<file path="src/rcdg_pkg.sv">
// Package for the RGB565 crop, decimate and grayscale core.
// Holds register map codes, reset values, widths and shared structs.
// No dependencies.
package rcdg_pkg;

    // Position counter width, range 8 to 14
    localparam int COORD_BITS = 11;
    // Width for position / window arithmetic; covers COORD_BITS+1 and origin+size
    localparam int CALC_BITS  = 16;

    localparam int FW_BITS    = 12;   // frame_width
    localparam int ORG_BITS   = 11;   // crop_left, crop_top
    localparam int SIZE_BITS  = 12;   // crop_width, crop_height

    localparam int PADDR_BITS = 5;
    localparam int PDATA_BITS = 32;

    // register indexes (byte address = 4 * index)
    localparam logic [2:0] REG_FRAME_WIDTH = 3'd0;
    localparam logic [2:0] REG_CROP_LEFT   = 3'd1;
    localparam logic [2:0] REG_CROP_TOP    = 3'd2;
    localparam logic [2:0] REG_CROP_WIDTH  = 3'd3;
    localparam logic [2:0] REG_CROP_HEIGHT = 3'd4;

    localparam logic [FW_BITS-1:0]   RST_FRAME_WIDTH = 12'd240;
    localparam logic [ORG_BITS-1:0]  RST_CROP_LEFT   = 11'd56;
    localparam logic [ORG_BITS-1:0]  RST_CROP_TOP    = 11'd56;
    localparam logic [SIZE_BITS-1:0] RST_CROP_WIDTH  = 12'd128;
    localparam logic [SIZE_BITS-1:0] RST_CROP_HEIGHT = 12'd128;

    typedef struct packed {
        logic [FW_BITS-1:0]   frame_width;
        logic [ORG_BITS-1:0]  crop_left;
        logic [ORG_BITS-1:0]  crop_top;
        logic [SIZE_BITS-1:0] crop_width;
        logic [SIZE_BITS-1:0] crop_height;
    } cfg_t;

    typedef struct packed {
        logic keep;
        logic last;
    } win_t;

endpackage

</file>
<file path="src/rcdg_cfg_regs.sv">
// APB-style configuration register file for the crop core.
// Depends on rcdg_pkg (register codes, reset values, cfg_t).
// Holds frame width and crop window registers.
module rcdg_cfg_regs
    import rcdg_pkg::*;
(
    input  logic                  aclk,
    input  logic                  aresetn,
    input  logic                  psel,
    input  logic                  penable,
    input  logic                  pwrite,
    input  logic [PADDR_BITS-1:0] paddr,
    input  logic [PDATA_BITS-1:0] pwdata,
    output logic [PDATA_BITS-1:0] prdata,
    output logic                  pready,
    output cfg_t                  cfg
);

    cfg_t       cfg_reg;
    cfg_t       cfg_next;
    logic [2:0] reg_idx;
    logic       wr_en;

    assign pready  = 1'b1;
    assign reg_idx = paddr[PADDR_BITS-1:2];
    assign wr_en   = psel && penable && pwrite && pready;

    always_comb begin
        cfg_next = cfg_reg;
        if (wr_en) begin
            unique case (reg_idx)
                REG_FRAME_WIDTH: cfg_next.frame_width = pwdata[FW_BITS-1:0];
                REG_CROP_LEFT:   cfg_next.crop_left   = pwdata[ORG_BITS-1:0];
                REG_CROP_TOP:    cfg_next.crop_top    = pwdata[ORG_BITS-1:0];
                REG_CROP_WIDTH:  cfg_next.crop_width  = pwdata[SIZE_BITS-1:0];
                REG_CROP_HEIGHT: cfg_next.crop_height = pwdata[SIZE_BITS-1:0];
                default: ;  // unmapped: ignored
            endcase
        end
    end

    always_ff @(posedge aclk) begin
        if (!aresetn) begin
            cfg_reg.frame_width <= RST_FRAME_WIDTH;
            cfg_reg.crop_left   <= RST_CROP_LEFT;
            cfg_reg.crop_top    <= RST_CROP_TOP;
            cfg_reg.crop_width  <= RST_CROP_WIDTH;
            cfg_reg.crop_height <= RST_CROP_HEIGHT;
        end else begin
            cfg_reg <= cfg_next;
        end
    end

    always_comb begin
        prdata = '0;
        unique case (reg_idx)
            REG_FRAME_WIDTH: prdata = PDATA_BITS'(cfg_reg.frame_width);
            REG_CROP_LEFT:   prdata = PDATA_BITS'(cfg_reg.crop_left);
            REG_CROP_TOP:    prdata = PDATA_BITS'(cfg_reg.crop_top);
            REG_CROP_WIDTH:  prdata = PDATA_BITS'(cfg_reg.crop_width);
            REG_CROP_HEIGHT: prdata = PDATA_BITS'(cfg_reg.crop_height);
            default:         prdata = '0;
        endcase
    end

    assign cfg = cfg_reg;

endmodule

</file>
<file path="src/rcdg_window.sv">
// Raster position tracker and crop/decimation window decision.
// Depends on rcdg_pkg (cfg_t, win_t, COORD_BITS, CALC_BITS).
// Position advances on each pixel that leaves the input register.
module rcdg_window
    import rcdg_pkg::*;
(
    input  logic aclk,
    input  logic aresetn,
    input  cfg_t cfg,
    input  logic advance,
    input  logic frame_start,
    output win_t win
);

    logic [COORD_BITS-1:0] col_reg, col_next;
    logic [COORD_BITS-1:0] row_reg, row_next;
    logic [COORD_BITS-1:0] col, row;
    logic [CALC_BITS-1:0]  col_inc;
    logic [CALC_BITS-1:0]  col_w, row_w;
    logic [CALC_BITS-1:0]  left_w, top_w, cw_w, ch_w;
    logic [CALC_BITS-1:0]  col_off, row_off;
    logic [CALC_BITS-1:0]  col_lastpos, row_lastpos;
    logic                  col_keep, row_keep, col_last, row_last;
    logic                  line_end;

    // frame start forces the pixel carrying it to the origin
    assign col = frame_start ? '0 : col_reg;
    assign row = frame_start ? '0 : row_reg;

    assign col_w  = CALC_BITS'(col);
    assign row_w  = CALC_BITS'(row);
    assign left_w = CALC_BITS'(cfg.crop_left);
    assign top_w  = CALC_BITS'(cfg.crop_top);
    assign cw_w   = CALC_BITS'(cfg.crop_width);
    assign ch_w   = CALC_BITS'(cfg.crop_height);

    assign col_off = col_w - left_w;
    assign row_off = row_w - top_w;

    assign col_keep = (col_w >= left_w) && (col_off < cw_w) && !col_off[0];
    assign row_keep = (row_w >= top_w)  && (row_off < ch_w) && !row_off[0];

    // last sample sits at (size-1) rounded down to even
    assign col_lastpos = left_w + ((cw_w - CALC_BITS'(1)) & ~CALC_BITS'(1));
    assign row_lastpos = top_w  + ((ch_w - CALC_BITS'(1)) & ~CALC_BITS'(1));
    assign col_last = (cw_w != '0) && (col_w == col_lastpos);
    assign row_last = (ch_w != '0) && (row_w == row_lastpos);

    assign win.keep = col_keep && row_keep;
    assign win.last = col_last && row_last;

    // line wrap at frame_width or at the coordinate limit
    assign col_inc  = col_w + CALC_BITS'(1);
    assign line_end = (col_inc >= CALC_BITS'(cfg.frame_width)) ||
                      (col_inc >= (CALC_BITS'(1) << COORD_BITS));

    always_comb begin
        col_next = col_reg;
        row_next = row_reg;
        if (advance) begin
            if (line_end) begin
                col_next = '0;
                row_next = row + COORD_BITS'(1);
            end else begin
                col_next = col_inc[COORD_BITS-1:0];
                row_next = row;
            end
        end
    end

    always_ff @(posedge aclk) begin
        if (!aresetn) begin
            col_reg <= '0;
            row_reg <= '0;
        end else begin
            col_reg <= col_next;
            row_reg <= row_next;
        end
    end

endmodule

</file>
<file path="src/rcdg_gray.sv">
// RGB565 to offset grayscale conversion, combinational.
// Depends on nothing outside rcdg_pkg.
// gray = (30R + 59G + 11B) / 100, emitted as gray - 128.
module rcdg_gray
    import rcdg_pkg::*;
(
    input  logic [15:0] pixel,
    output logic [7:0]  gray_offset
);

    // ceil(2^19 / 100); floor(x * RECIP / 2^19) == x / 100 for x below 43690
    localparam logic [12:0] RECIP = 13'd5243;

    logic [7:0]  r8, g8, b8;
    logic [14:0] wsum;
    logic [27:0] prod;
    logic [7:0]  quot;

    assign r8 = {pixel[15:11], 3'b000};
    assign g8 = {pixel[10:5],  2'b00};
    assign b8 = {pixel[4:0],   3'b000};

    // max weighted sum 25036, fits 15 bits
    assign wsum = 15'(r8) * 15'd30 + 15'(g8) * 15'd59 + 15'(b8) * 15'd11;

    // divide by 100 through the reciprocal; product peaks below 2^27
    assign prod = 28'(wsum) * 28'(RECIP);
    assign quot = prod[26:19];

    assign gray_offset = quot - 8'd128;

endmodule

</file>
<file path="src/rgb565_crop_decimate_gray_core.sv">
// Top level of the RGB565 crop, 2:1 decimation and grayscale core.
// Depends on rcdg_pkg, rcdg_cfg_regs, rcdg_window and rcdg_gray.
//
// Usage:
//  - s_ channel: one RGB565 pixel per request in s_tdata, s_tuser high on
//    the first pixel of a frame (forces column 0, row 0).
//  - m_ channel: one signed gray byte (gray - 128) per kept pixel in m_tdata,
//    m_tlast high on the final sample of the crop window.
//  - APB port: frame_width, crop_left, crop_top, crop_width, crop_height at
//    byte addresses 0, 4, 8, 12, 16; write only while idle. pready always high.
//  - Throughput: one pixel per clock while m_tready stays high. A pixel
//    taken on s_ passes through the input register, then the result
//    register, which drives m_tvalid.
//  - Pixels outside the window or at odd offsets produce no request on m_.
//  - Reset (aresetn low, synchronous) empties both registers, zeroes the
//    position and restores the reset register values.
//  - When the receiver stalls, the result register holds; the input register
//    takes one more pixel if empty, then s_tready drops until m_tready returns.
module rgb565_crop_decimate_gray_core
    import rcdg_pkg::*;
(
    input  logic                  aclk,
    input  logic                  aresetn,
    // input pixel channel
    input  logic                  s_tvalid,
    output logic                  s_tready,
    input  logic [15:0]           s_tdata,   // [15:0] pixel_rgb565
    input  logic                  s_tuser,   // [0] frame_start
    // result channel
    output logic                  m_tvalid,
    input  logic                  m_tready,
    output logic [7:0]            m_tdata,   // [7:0] gray_offset (signed)
    output logic                  m_tlast,   // window_last
    // configuration
    input  logic                  psel,
    input  logic                  penable,
    input  logic                  pwrite,
    input  logic [PADDR_BITS-1:0] paddr,
    input  logic [PDATA_BITS-1:0] pwdata,
    output logic [PDATA_BITS-1:0] prdata,
    output logic                  pready
);

    cfg_t        cfg;
    win_t        win;

    // input register
    logic        in_valid_reg, in_valid_next;
    logic [15:0] in_pix_reg;
    logic        in_fs_reg;

    // result register
    logic        out_valid_reg, out_valid_next;
    logic [7:0]  out_data_reg;
    logic        out_last_reg;

    logic        advance;     // input register item consumed this cycle
    logic        s_take;
    logic [7:0]  gray_offset;

    rcdg_cfg_regs u_cfg (
        .aclk    (aclk),
        .aresetn (aresetn),
        .psel    (psel),
        .penable (penable),
        .pwrite  (pwrite),
        .paddr   (paddr),
        .pwdata  (pwdata),
        .prdata  (prdata),
        .pready  (pready),
        .cfg     (cfg)
    );

    rcdg_window u_win (
        .aclk        (aclk),
        .aresetn     (aresetn),
        .cfg         (cfg),
        .advance     (advance),
        .frame_start (in_fs_reg),
        .win         (win)
    );

    rcdg_gray u_gray (
        .pixel       (in_pix_reg),
        .gray_offset (gray_offset)
    );

    // item moves on when the result slot is free or being emptied
    assign advance  = in_valid_reg && (!out_valid_reg || m_tready);
    assign s_tready = !in_valid_reg || advance;
    assign s_take   = s_tvalid && s_tready;

    always_comb begin
        in_valid_next = in_valid_reg;
        if (s_take) begin
            in_valid_next = 1'b1;
        end else if (advance) begin
            in_valid_next = 1'b0;
        end
    end

    always_comb begin
        out_valid_next = out_valid_reg;
        if (advance && win.keep) begin
            out_valid_next = 1'b1;
        end else if (m_tready) begin
            out_valid_next = 1'b0;
        end
    end

    always_ff @(posedge aclk) begin
        if (!aresetn) begin
            in_valid_reg  <= 1'b0;
            out_valid_reg <= 1'b0;
        end else begin
            in_valid_reg  <= in_valid_next;
            out_valid_reg <= out_valid_next;
        end
    end

    // payload registers, no reset
    always_ff @(posedge aclk) begin
        if (s_take) begin
            in_pix_reg <= s_tdata;
            in_fs_reg  <= s_tuser;
        end
        if (advance && win.keep) begin
            out_data_reg <= gray_offset;
            out_last_reg <= win.last;
        end
    end

    assign m_tvalid = out_valid_reg;
    assign m_tdata  = out_data_reg;
    assign m_tlast  = out_last_reg;

endmodule
</file>
<file path="config.mk">
export PLATFORM = sky130hd
export DESIGN_NAME = rgb565_crop_decimate_gray_core
export DESIGN_NICKNAME = d
export VERILOG_FILES = /design/src/rcdg_pkg.sv /design/src/rcdg_cfg_regs.sv /design/src/rcdg_window.sv /design/src/rcdg_gray.sv /design/src/rgb565_crop_decimate_gray_core.sv
export SDC_FILE = /design/constraint.sdc
export NUM_CORES = 1
export LEC_CHECK = 0
export BUFFER_PORTS_ARGS = -buffer_cell sky130_fd_sc_hd__buf_2
export CORE_MARGIN = 5
export CORE_UTILIZATION = 55
export CTS_BUF_LIST = sky130_fd_sc_hd__clkbuf_4
export DETAILED_ROUTE_END_ITERATION = 7
export HOLD_SLACK_MARGIN = 0.1
export MAX_ROUTING_LAYER = met4
export PLACE_DENSITY_LB_ADDON = 0.05
export RECOVER_POWER = 100
export SYNTH_ARGS = -nofsm -noshare
export SYNTH_HDL_FRONTEND = slang
export SYNTH_SLANG_ARGS = --single-unit
export TNS_END_PERCENT = 100
</file>
<file path="constraint.sdc">
create_clock -name aclk -period 23.2 [get_ports aclk]
set_clock_uncertainty 0.1 [all_clocks]
set_input_delay 2.32 -clock aclk [delete_from_list [all_inputs] [get_ports aclk]]
set_output_delay 2.32 -clock aclk [all_outputs]
set_load 0.02 [all_outputs]
</file>
# --- After elaboration in Yosys (flattened, before gate mapping) ---
# Cells that the tools add are included.
# Widths: inputs -> output; s select.
word_totals:
  ff_bits: 108
  input_bits: 61
  out_inout_bits: 44
  elab_cells: 79
op_classes:
  n_addsub: 11
  n_mul: 4
  n_lt_le_gt_ge: 6
  n_eq_ne: 6
  muxes: 9
  reduce_logical: 30
op_table:
  columns: ["operator", "count"]
  rows:
  - ["$pmux 12 s5", 1]
  - ["$mux 11", 4]
  - ["$add 11x16->16", 2]
  - ["$eq 11x16->1", 2]
  - ["$lt 16x12->1", 2]
  - ["$reduce_bool 16->1", 2]
  - ["$mul 15x13->27 const B", 1]
  - ["$sub 12x1->13 const B", 2]
  - ["$sub 11x11->12", 2]
  - ["$ge 11x11->1", 2]
  - ["$mul 5x4->9 const B", 2]
  - ["$ge 16x12->1", 1]
  - ["$ge 16x12->1 const B", 1]
  - ["$add 13x14->15", 1]
  - ["$add 15x12->15", 1]
  - ["$logic_and 1x1->1", 13]
  - ["$add 11x1->12 const B", 1]
  - ["$mul 6x6->12 const B", 1]
  - ["$add 11x1->11 const B", 1]
  - ["$reduce_and 2->1", 5]
  - ["$sub 8x8->8 const B", 1]
  - ["$eq 3x2->1 const B", 2]
  - ["$logic_not 1->1", 4]
  - ["$mux 1", 4]
  - ["5 further kinds", 8]

# --- Longest topological paths before layout ---
# Gate-level depths: netlist of the first run.
depth:
  depth_word: 8
  mapped_depth: 39
  depth_no_buf: 39

# --- Modules after synthesis ---
# From an unflattened synthesis of the first run, not the netlist that was laid out.
unflattened:
  cells_unflattened: 1602
  area_unflattened_um2: 14073.5
by_module_without_submodules:
  columns: ["module", "instances", "cells_each", "area_per_inst_um2", "seq_area_each_um2"]
  rows:
  - ["rcdg_gray", 1, 604, 5461.5, 0.0]
  - ["rcdg_window", 1, 660, 4892.2, 440.4]
  - ["rcdg_cfg_regs", 1, 299, 2826.5, 1161.1]
  - ["rgb565_crop_decimate_gray_core", 1, 39, 893.4, 820.8]

# --- Worst setup path after synthesis of the first run ---
# OpenSTA, ideal clock, no wires.
synth_timing:
  path_type: "register -> register"
  from: "reg in_pix_reg[6]"
  to: "reg out_data_reg[6] (netlist: m_tdata[6]), data pin"
  arrival_ns: 8.781
  required_ns: 22.842
  setup_slack_ns: 14.061
  path_stages_with_launch: 38
  cell_sequence: "edfxtp_1 > inv_1 > fa_1 > inv_1 > fa_1 > inv_1 > fa_1 > inv_1 > ha_1 > inv_1 > o21bai_1 > xnor2_1 > fa_1 > inv_1 > ha_1 > or2_2 > a21oi_1 > a21oi_1 > (+2 left out) > ha_1 > inv_1 > fa_1 > inv_1 > fa_1 > fa_1 > inv_1 > fa_1 > inv_1 > ha_1 > and3_1 > o2111ai_1 > o211ai_1 > nand2_1 > o31ai_1 > o21a_1 > nor2_1 > xnor2_1"
synth_via:
  elab_chain_len: 5
synth_rtl:
  columns: ["element", "line", "rtl"]
  rows:
  - ["start: declaration", "rgb565_crop_decimate_gray_core.sv:49", "logic [15:0] in_pix_reg;"]
  - ["start signal: assignment", "rgb565_crop_decimate_gray_core.sv:124", "in_pix_reg <= s_tdata;"]
  - ["$mul 6x6->12", "rcdg_gray.sv:24", "assign wsum = 15'(r8) * 15'd30 + 15'(g8) * 15'd59 + 15'(b8) * 15'd11;"]
  - ["$add 13x14->15", "rcdg_gray.sv:24", null]
  - ["$add 15x12->15", "rcdg_gray.sv:24", null]
  - ["$mul 15x13->27", "rcdg_gray.sv:27", "assign prod = 28'(wsum) * 28'(RECIP);"]
  - ["$sub 8x8->8", "rcdg_gray.sv:30", "assign gray_offset = quot - 8'd128;"]
  - ["named net gray_offset[6]", "rgb565_crop_decimate_gray_core.sv:59", "logic [7:0] gray_offset;"]
  - ["end signal: assignment", "rgb565_crop_decimate_gray_core.sv:128", "out_data_reg <= gray_offset;"]
  - ["end: declaration", "rgb565_crop_decimate_gray_core.sv:54", "logic [7:0] out_data_reg;"]
# The timed path passes the listed nets, and every way through them passes these cells.
# A chain may end at the register's enable or synchronous reset.

# --- Final worst setup path of the first run ---
layout_timing:
  from: "reg in_pix_reg[5]"
  to: "reg out_data_reg[6] (netlist: m_tdata[6]), data pin"
# Same word-level chain as after synthesis.

==> results of run 1 <==
## per-stage QoR
stage	cell area [sq um]	setup slack (ns)	hold WS (ns)	instances
floorplan	13600	14.06	0.336	1571
global placement	14000	13.03	0.346	1899
detailed placement	14000	13.02	0.353	1899
CTS	14200	12.93	0.378	1915
global route	14100	12.32	0.407	1916
finish	14100	13.07	0.372	1916
## logic make-up (layout without fill, tap and decap cells)
family	count (synthesis)	in the layout	synth area share (%)
flops	108	108	17.9
other cells	2	22	0.0556
compound gates	289	289	14.3
xor+xnor	113	113	7.33
fa+ha+maj	322	322	34.6
buf+inv	320	340	9.52
mux	42	42	3.11
simple gates	356	356	13.1
## critical path, delay by kind of cell (launching register included)
kind / cells / cell delay (ns)
fa+ha+maj: 12 / 4.96
buf+inv: 5 / 0.43
compound gates: 12 / 2.89
flops: 1 / 0.63
simple gates: 3 / 0.39
xor+xnor: 3 / 0.48
## metal layers
metal	vias up	track usage, %
met2	180	43.4
met5	-	-
met3	45	2.70
met1	4878	29.4
met4	0	6.97
li1	5269	-
## synth_stat cells, drive strengths merged (9+ instances only)
| cell type | instances |
|---|---|
| a211oi | 13 |
| a21boi | 37 |
| a21o | 28 |
| a21oi | 69 |
| a22oi | 11 |
| buf | 27 |
| clkbuf | 35 |
| dfxtp | 82 |
| edfxtp | 26 |
| fa | 86 |
| ha | 236 |
| inv | 258 |
| mux2i | 42 |
| nand2 | 105 |
| nand2b | 9 |
| nand3 | 41 |
| nand4 | 15 |
| nor2 | 63 |
| nor2b | 57 |
| nor3 | 27 |
| o211ai | 15 |
| o21a | 16 |
| o21ai | 35 |
| o21bai | 11 |
| o22ai | 14 |
| xnor2 | 86 |
| xor2 | 27 |
## final timing paths
| check | cells after the start | slack, ns | end | start |
|---|---|---|---|---|
| setup reg to reg | 35 | 13.07 | m_tdata[6] | in_pix_reg[5] |
| setup / recovery | 35 | 13.07 | m_tdata[6] | in_pix_reg[5] |
| hold / removal | 2 | 0.37 | u_win.col_reg[9] | u_win.col_reg[9] |
| hold reg to reg | 2 | 0.37 | u_win.col_reg[9] | u_win.col_reg[9] |
## cell type report
class | instances | area (sq um) | area share, %
multi-input combinational | 1143 | 9860 | 69.9
sequential | 108 | 2420 | 17.2
inverter | 258 | 968 | 6.86
tap | 324 | 405 | 2.87
timing repair buffer | 66 | 299 | 2.12
clock inverter | 7 | 88.8 | 0.630
clock buffer | 9 | 67.6 | 0.479
antenna | 1 | 2.50 | 0.0177
==> results.py, run 1 <==
metrics = {
    "layout": {
        "final_layout_size_suffix_gt1_share_pct": 3.65,
        "nFillCells": 2323,
        "final_util_pct": 58.2,
        "final_nets": 1969,
        "area_growth_pct": 4.53,
        "layout_common_cells": "inv_1 (258), ha_1 (236), nand2_1 (105)",
        "mostFrequentLayoutCell": "inv_1",
        "largest_reg_flops": 58,
    },
    "synth": {
        "seq_area_frac_synth_pct": 17.9,
        "synth_cells": 1552,
        "ys_types": 64,
        "yosys.area.top_type": "ha_1",
        "ys_seq_elements": 108,
        "yosys_warnings": 0,
        "synth_enable_flop_cells": 26,
        "synth.cell_area_sq_um": 13500,
        "yosysTopAreaCellShare_pct": 21.9,
        "async_reset_ff_share_pct": 0,
        "synth_ff_type": "dfxtp_1",
        "synth_area_leaders": "ha_1 (22%), fa_1 (13%), dfxtp_1 (12%)",
        "syn_area_per_cell_sq_um": 8.70,
    },
    "route": {
        "highest_layer": "met4",
        "vias": 10372,
        "drt_iter0_markers": 526,
        "drc": 0,
        "firstDrtPassIters": 5,
        "wirelength_met1_um": 13700,
        "wl_met3_um": 1060,
        "ant_nets": 0,
        "dr_wl_met2_um": 16900,
        "viasPerCell": 5.41,
        "wl_um": 32600,
        "wire_per_inst_um": 17.0,
    },
    "critical_path": {
        "cp_data_required_time_ns": 23.39,
        "worst_setup_path_start_kind": "flop",
        "worst-path-max-fanout": 9,
        "slowest_stage": "edfxtp_1",
        "path_class": "flop to flop",
        "worstSetupEndpointType": "flop",
        "slowest_delay_ns": 0.63,
        "worst_ep_arrival_time_ns": 10.32,
    },
    "floorplanning": {
        "core_sq_um": 24200,
        "die_w_um": 167,
        "num_rows": 57,
        "dieHeight_um": 167,
        "start_util_pct": 55.7,
        "die-area_sq_um": 27800,
        "ios": 105,
    },
    "outcome": {
        "violations": "capacitance limit, slew limit",
        "status": "finished, violations left",
    },
    "timing": {
        "slew_violations": 45,
        "tns_ns": 0,
        "period_needed_ns": 10.13,
        "hold_viol": 0,
        "worstMarginPinSlew_ns": 1.76,
        "rsz0062_at_grt": "false",
        "relSlewSlack_pct": -17.1,
        "setup_violations": 0,
        "max_freq_mhz": 98.7,
        "period_share_pct": 43.7,
    },
    "job": {
        "cap_violations": 2,
    },
    "clock_network": {
        "cts.sinks": 108,
        "clkTransAtPathRegs_ns": 0.21,
        "insertion_delay_ns": 0.54,
        "cts_buffer_depth": 2,
        "cts_resized": 0,
        "htreeDepth": 3,
        "cts-hold-fix-buffers": 0,
        "cts_buffers": 9,
        "cts_tree": "done",
        "postCtsSetupBuffers": 0,
        "cts_root_buf": "clkbuf_4",
    },
    "global_routing": {
        "track_usage_pct": 24.4,
        "grt_pass1_wl_um": 53400,
        "grt_pass1_vias": 10223,
        "grt_max_degree": 45,
        "antenna_found_initial": 1,
        "grt-ovfl-total": 0,
    },
    "placed_design": {
        "gp_congestion": 0.949,
        "dp_hpwl_um": 27200,
        "io_buffer_count": 61,
    },
    "worst_hold_path": {
        "hold_class": "flop to flop",
    },
}
Power of run 1 is left out: the tool's default activity adds up to more than one toggle a clock period on the data nets, which glitch-free logic cannot reach.
==> inputs of run 2 (changes only) <==
--- a/config.mk
+++ b/config.mk
@@ -5,6 +5,7 @@
 export SDC_FILE = /design/constraint.sdc
 export NUM_CORES = 1
 export LEC_CHECK = 0
+export ABC_AREA = 1
 export BUFFER_PORTS_ARGS = -buffer_cell sky130_fd_sc_hd__buf_2
 export CORE_MARGIN = 5
 export CORE_UTILIZATION = 55
==> constraint.sdc (replaced) <==
create_clock -name aclk -period 8.85 [get_ports aclk]
set_clock_uncertainty 0.1 [all_clocks]
set_input_delay 0.885 -clock aclk [delete_from_list [all_inputs] [get_ports aclk]]
set_output_delay 0.885 -clock aclk [all_outputs]
set_load 0.02 [all_outputs]
==> run 2 against run 1 <==
The flow still finishes with violations (capacitance limit, slew limit). Die area rose by 1.8%. Maximum frequency rose by 19%. Worst hold slack better by 0.0074 ns. First-iteration DRC count fell by 6.3%. Non-clock buffer count increased by 40. Critical endpoint unchanged. Largest cell class unchanged. Routed wire length up 8.2%.
==> results.py, run 2 <==
metrics = {
    "outcome": {
        "status": "finished, violations left",
        "violations": "capacitance limit, slew limit",
    },
    "timing": {
        "worstMarginPinSlew_ns": 2.14,
        "hold_viol": 0,
        "period_share_pct": 96.5,
        "relSlewSlack_pct": -42.8,
        "slew_violations": 58,
        "period_needed_ns": 8.54,
        "tns_ns": 0,
        "max_freq_mhz": 117,
        "setup_violations": 0,
    },
    "synth": {
        "seq_area_frac_synth_pct": 17.6,
        "synth_enable_flop_cells": 26,
        "synth_area_leaders": "ha_1 (21%), fa_1 (13%), dfxtp_1 (12%)",
        "syn_area_per_cell_sq_um": 7.68,
        "yosysTopAreaCellShare_pct": 21.5,
        "synth.cell_area_sq_um": 13800,
        "ys_types": 57,
        "ys_seq_elements": 108,
        "yosys.area.top_type": "ha_1",
        "async_reset_ff_share_pct": 0,
        "synth_common_cells": "inv_1 (378), nand2_1 (259), ha_1 (236)",
        "synth_ff_type": "dfxtp_1",
        "yosys_warnings": 0,
        "yosysMostFrequentCell": "inv_1",
        "synth_cells": 1790,
    },
    "route": {
        "wl_um": 35300,
        "drc": 0,
        "wire_per_inst_um": 15.9,
        "firstDrtPassIters": 5,
        "ant_nets": 0,
        "viasPerCell": 5.26,
        "vias": 11650,
        "drt_iter0_markers": 493,
    },
    "layout": {
        "mostFrequentLayoutCell": "inv_1",
        "fin_cells": 2213,
        "final_util_pct": 61.9,
        "layout_common_cells": "inv_1 (367), nand2_1 (246), ha_1 (221)",
        "final_layout_size_suffix_gt1_share_pct": 10.7,
        "nFillCells": 2293,
        "final_nets": 2266,
        "area_growth_pct": 10.1,
        "largest_reg_flops": 58,
    },
    "worst_hold_path": {
        "hp-start": "u_win.row_reg[10]",
        "min_to": "u_win.row_reg[10]",
        "whs_path_depth": 2,
        "hold_class": "flop to flop",
    },
    "clock_network": {
        "cts.sinks": 108,
        "clkTransAtPathRegs_ns": 0.19,
        "cts_buffers": 9,
        "cts_buffer_depth": 2,
        "cts_root_buf": "clkbuf_4",
        "insertion_delay_ns": 0.52,
        "cts_tree": "done",
        "htreeDepth": 3,
        "cts-hold-fix-buffers": 0,
    },
    "floorplanning": {
        "die-area_sq_um": 28300,
        "core_sq_um": 24500,
        "dieHeight_um": 168,
        "ios": 105,
        "num_rows": 57,
        "start_util_pct": 56.2,
        "die_w_um": 168,
    },
    "job": {
        "cap_violations": 1,
    },
    "critical_path": {
        "worst_setup_path_start_kind": "flop",
        "r2r_cells": 45,
        "r2r-end": "m_tdata[6]",
        "worst_ep_arrival_time_ns": 8.73,
        "cp_data_required_time_ns": 9.04,
        "worstSetupEndpointType": "flop",
        "rr_startpoint": "in_pix_reg[6]",
        "path_class": "flop to flop",
        "r2r_setup_slack_ns": 0.31,
        "slowest_stage": "fa_1",
        "worst-path-max-fanout": 4,
        "slowest_delay_ns": 0.52,
    },
    "global_routing": {
        "grtUsageMet3_pct": 1.88,
        "antenna_found_initial": 1,
        "grt_pass1_wl_um": 56000,
        "track_usage_pct": 25.0,
        "gr-usage-met1_pct": 31.4,
        "grt_pass1_vias": 11252,
        "busiest_layer": "met2",
        "grt-ovfl-total": 0,
        "grt.met2_usage_pct": 44.4,
        "grt_max_degree": 58,
    },
    "placed_design": {
        "gp_congestion": 0.954,
        "dp_cells": 2189,
        "dp_hpwl_um": 29700,
        "io_buffer_count": 61,
    },
}
[run 2: how the worst max path moves through the flow]
| stage | startpoint | end | slack, ns | cells past startpoint |
|---|---|---|---|---|
| final | in_pix_reg[6] | m_tdata[6] | 0.31 | 45 |
| after global routing | in_pix_reg[6] | m_tdata[4] | -0.06 | 45 |
| after CTS | in_pix_reg[6] | m_tdata[6] | -0.01 | 41 |
| after detailed placement | in_pix_reg[6] | m_tdata[6] | -0.12 | 44 |
| after global placement | in_pix_reg[6] | m_tdata[6] | 0.002 | 41 |
| after floorplan | in_pix_reg[6] | m_tdata[6] | 0.27 | 41 |
[run 2: timing repair]
| action | 4_1_cts | 5_1_grt |
|---|---|---|
| gates resized for setup | 9 | 92 |
| setup buffers | 0 | 7 |
| pin swaps | 9 | 50 |
| setup endpoints to repair | 8 | 8 |
[run 2: cells by family (layout without fill, tap and decap cells)]
family          count (synthesis)  count (layout)  share of synthesized area, %
other cells                     2              22                        0.0546
fa+ha+maj                     322             322                          34.0
flops                         108             108                          17.6
buf+inv                       427             506                          12.4
simple gates                  510             510                          16.6
compound gates                327             327                          13.2
xor+xnor                       94              94                          6.09
[run 2: final cells by class]
cell class | count | area, sq um | area share [%]
multi-input combinational | 1274 | 10100 | 66.6
sequential | 108 | 2420 | 16.0
inverter | 384 | 1450 | 9.54
timing repair buffer | 106 | 619 | 4.09
tap | 324 | 405 | 2.68
clock inverter | 7 | 92.6 | 0.611
clock buffer | 9 | 67.6 | 0.446
antenna | 1 | 2.50 | 0.0165
[run 2: per-layer routing]
| layer | up-vias | wire (um) | part of all wire, % |
|---|---|---|---|
| li1 | 5940 | - | - |
| met1 | 5462 | 15500 | 44 |
| met2 | 214 | 18000 | 51 |
| met3 | 34 | 1080 | 3.1 |
| met4 | 0 | 691 | 2.0 |
| met5 | - | 0 | 0 |
[run 2: metrics by stage]
stage | area [sq um] | hold WS [ns] | setup slack, ns
after floorplan | 13800 | 0.345 | 0.265
after global placement | 14600 | 0.352 | 0.00171
after detailed placement | 14600 | 0.360 | -0.123
after CTS | 14800 | 0.383 | -0.0145
after global routing | 15100 | 0.383 | -0.0643
final | 15100 | 0.380 | 0.306
[run 2: worst max-delay path: cells and delay by family (launching register included)]
| kind | cells | cell delay [ns] |
|---|---|---|
| xor+xnor | 2 | 0.33 |
| buf+inv | 12 | 0.82 |
| simple gates | 16 | 1.37 |
| compound gates | 3 | 0.43 |
| flops | 1 | 0.46 |
| fa+ha+maj | 12 | 4.81 |
Power of run 2 is left out for the same reason.
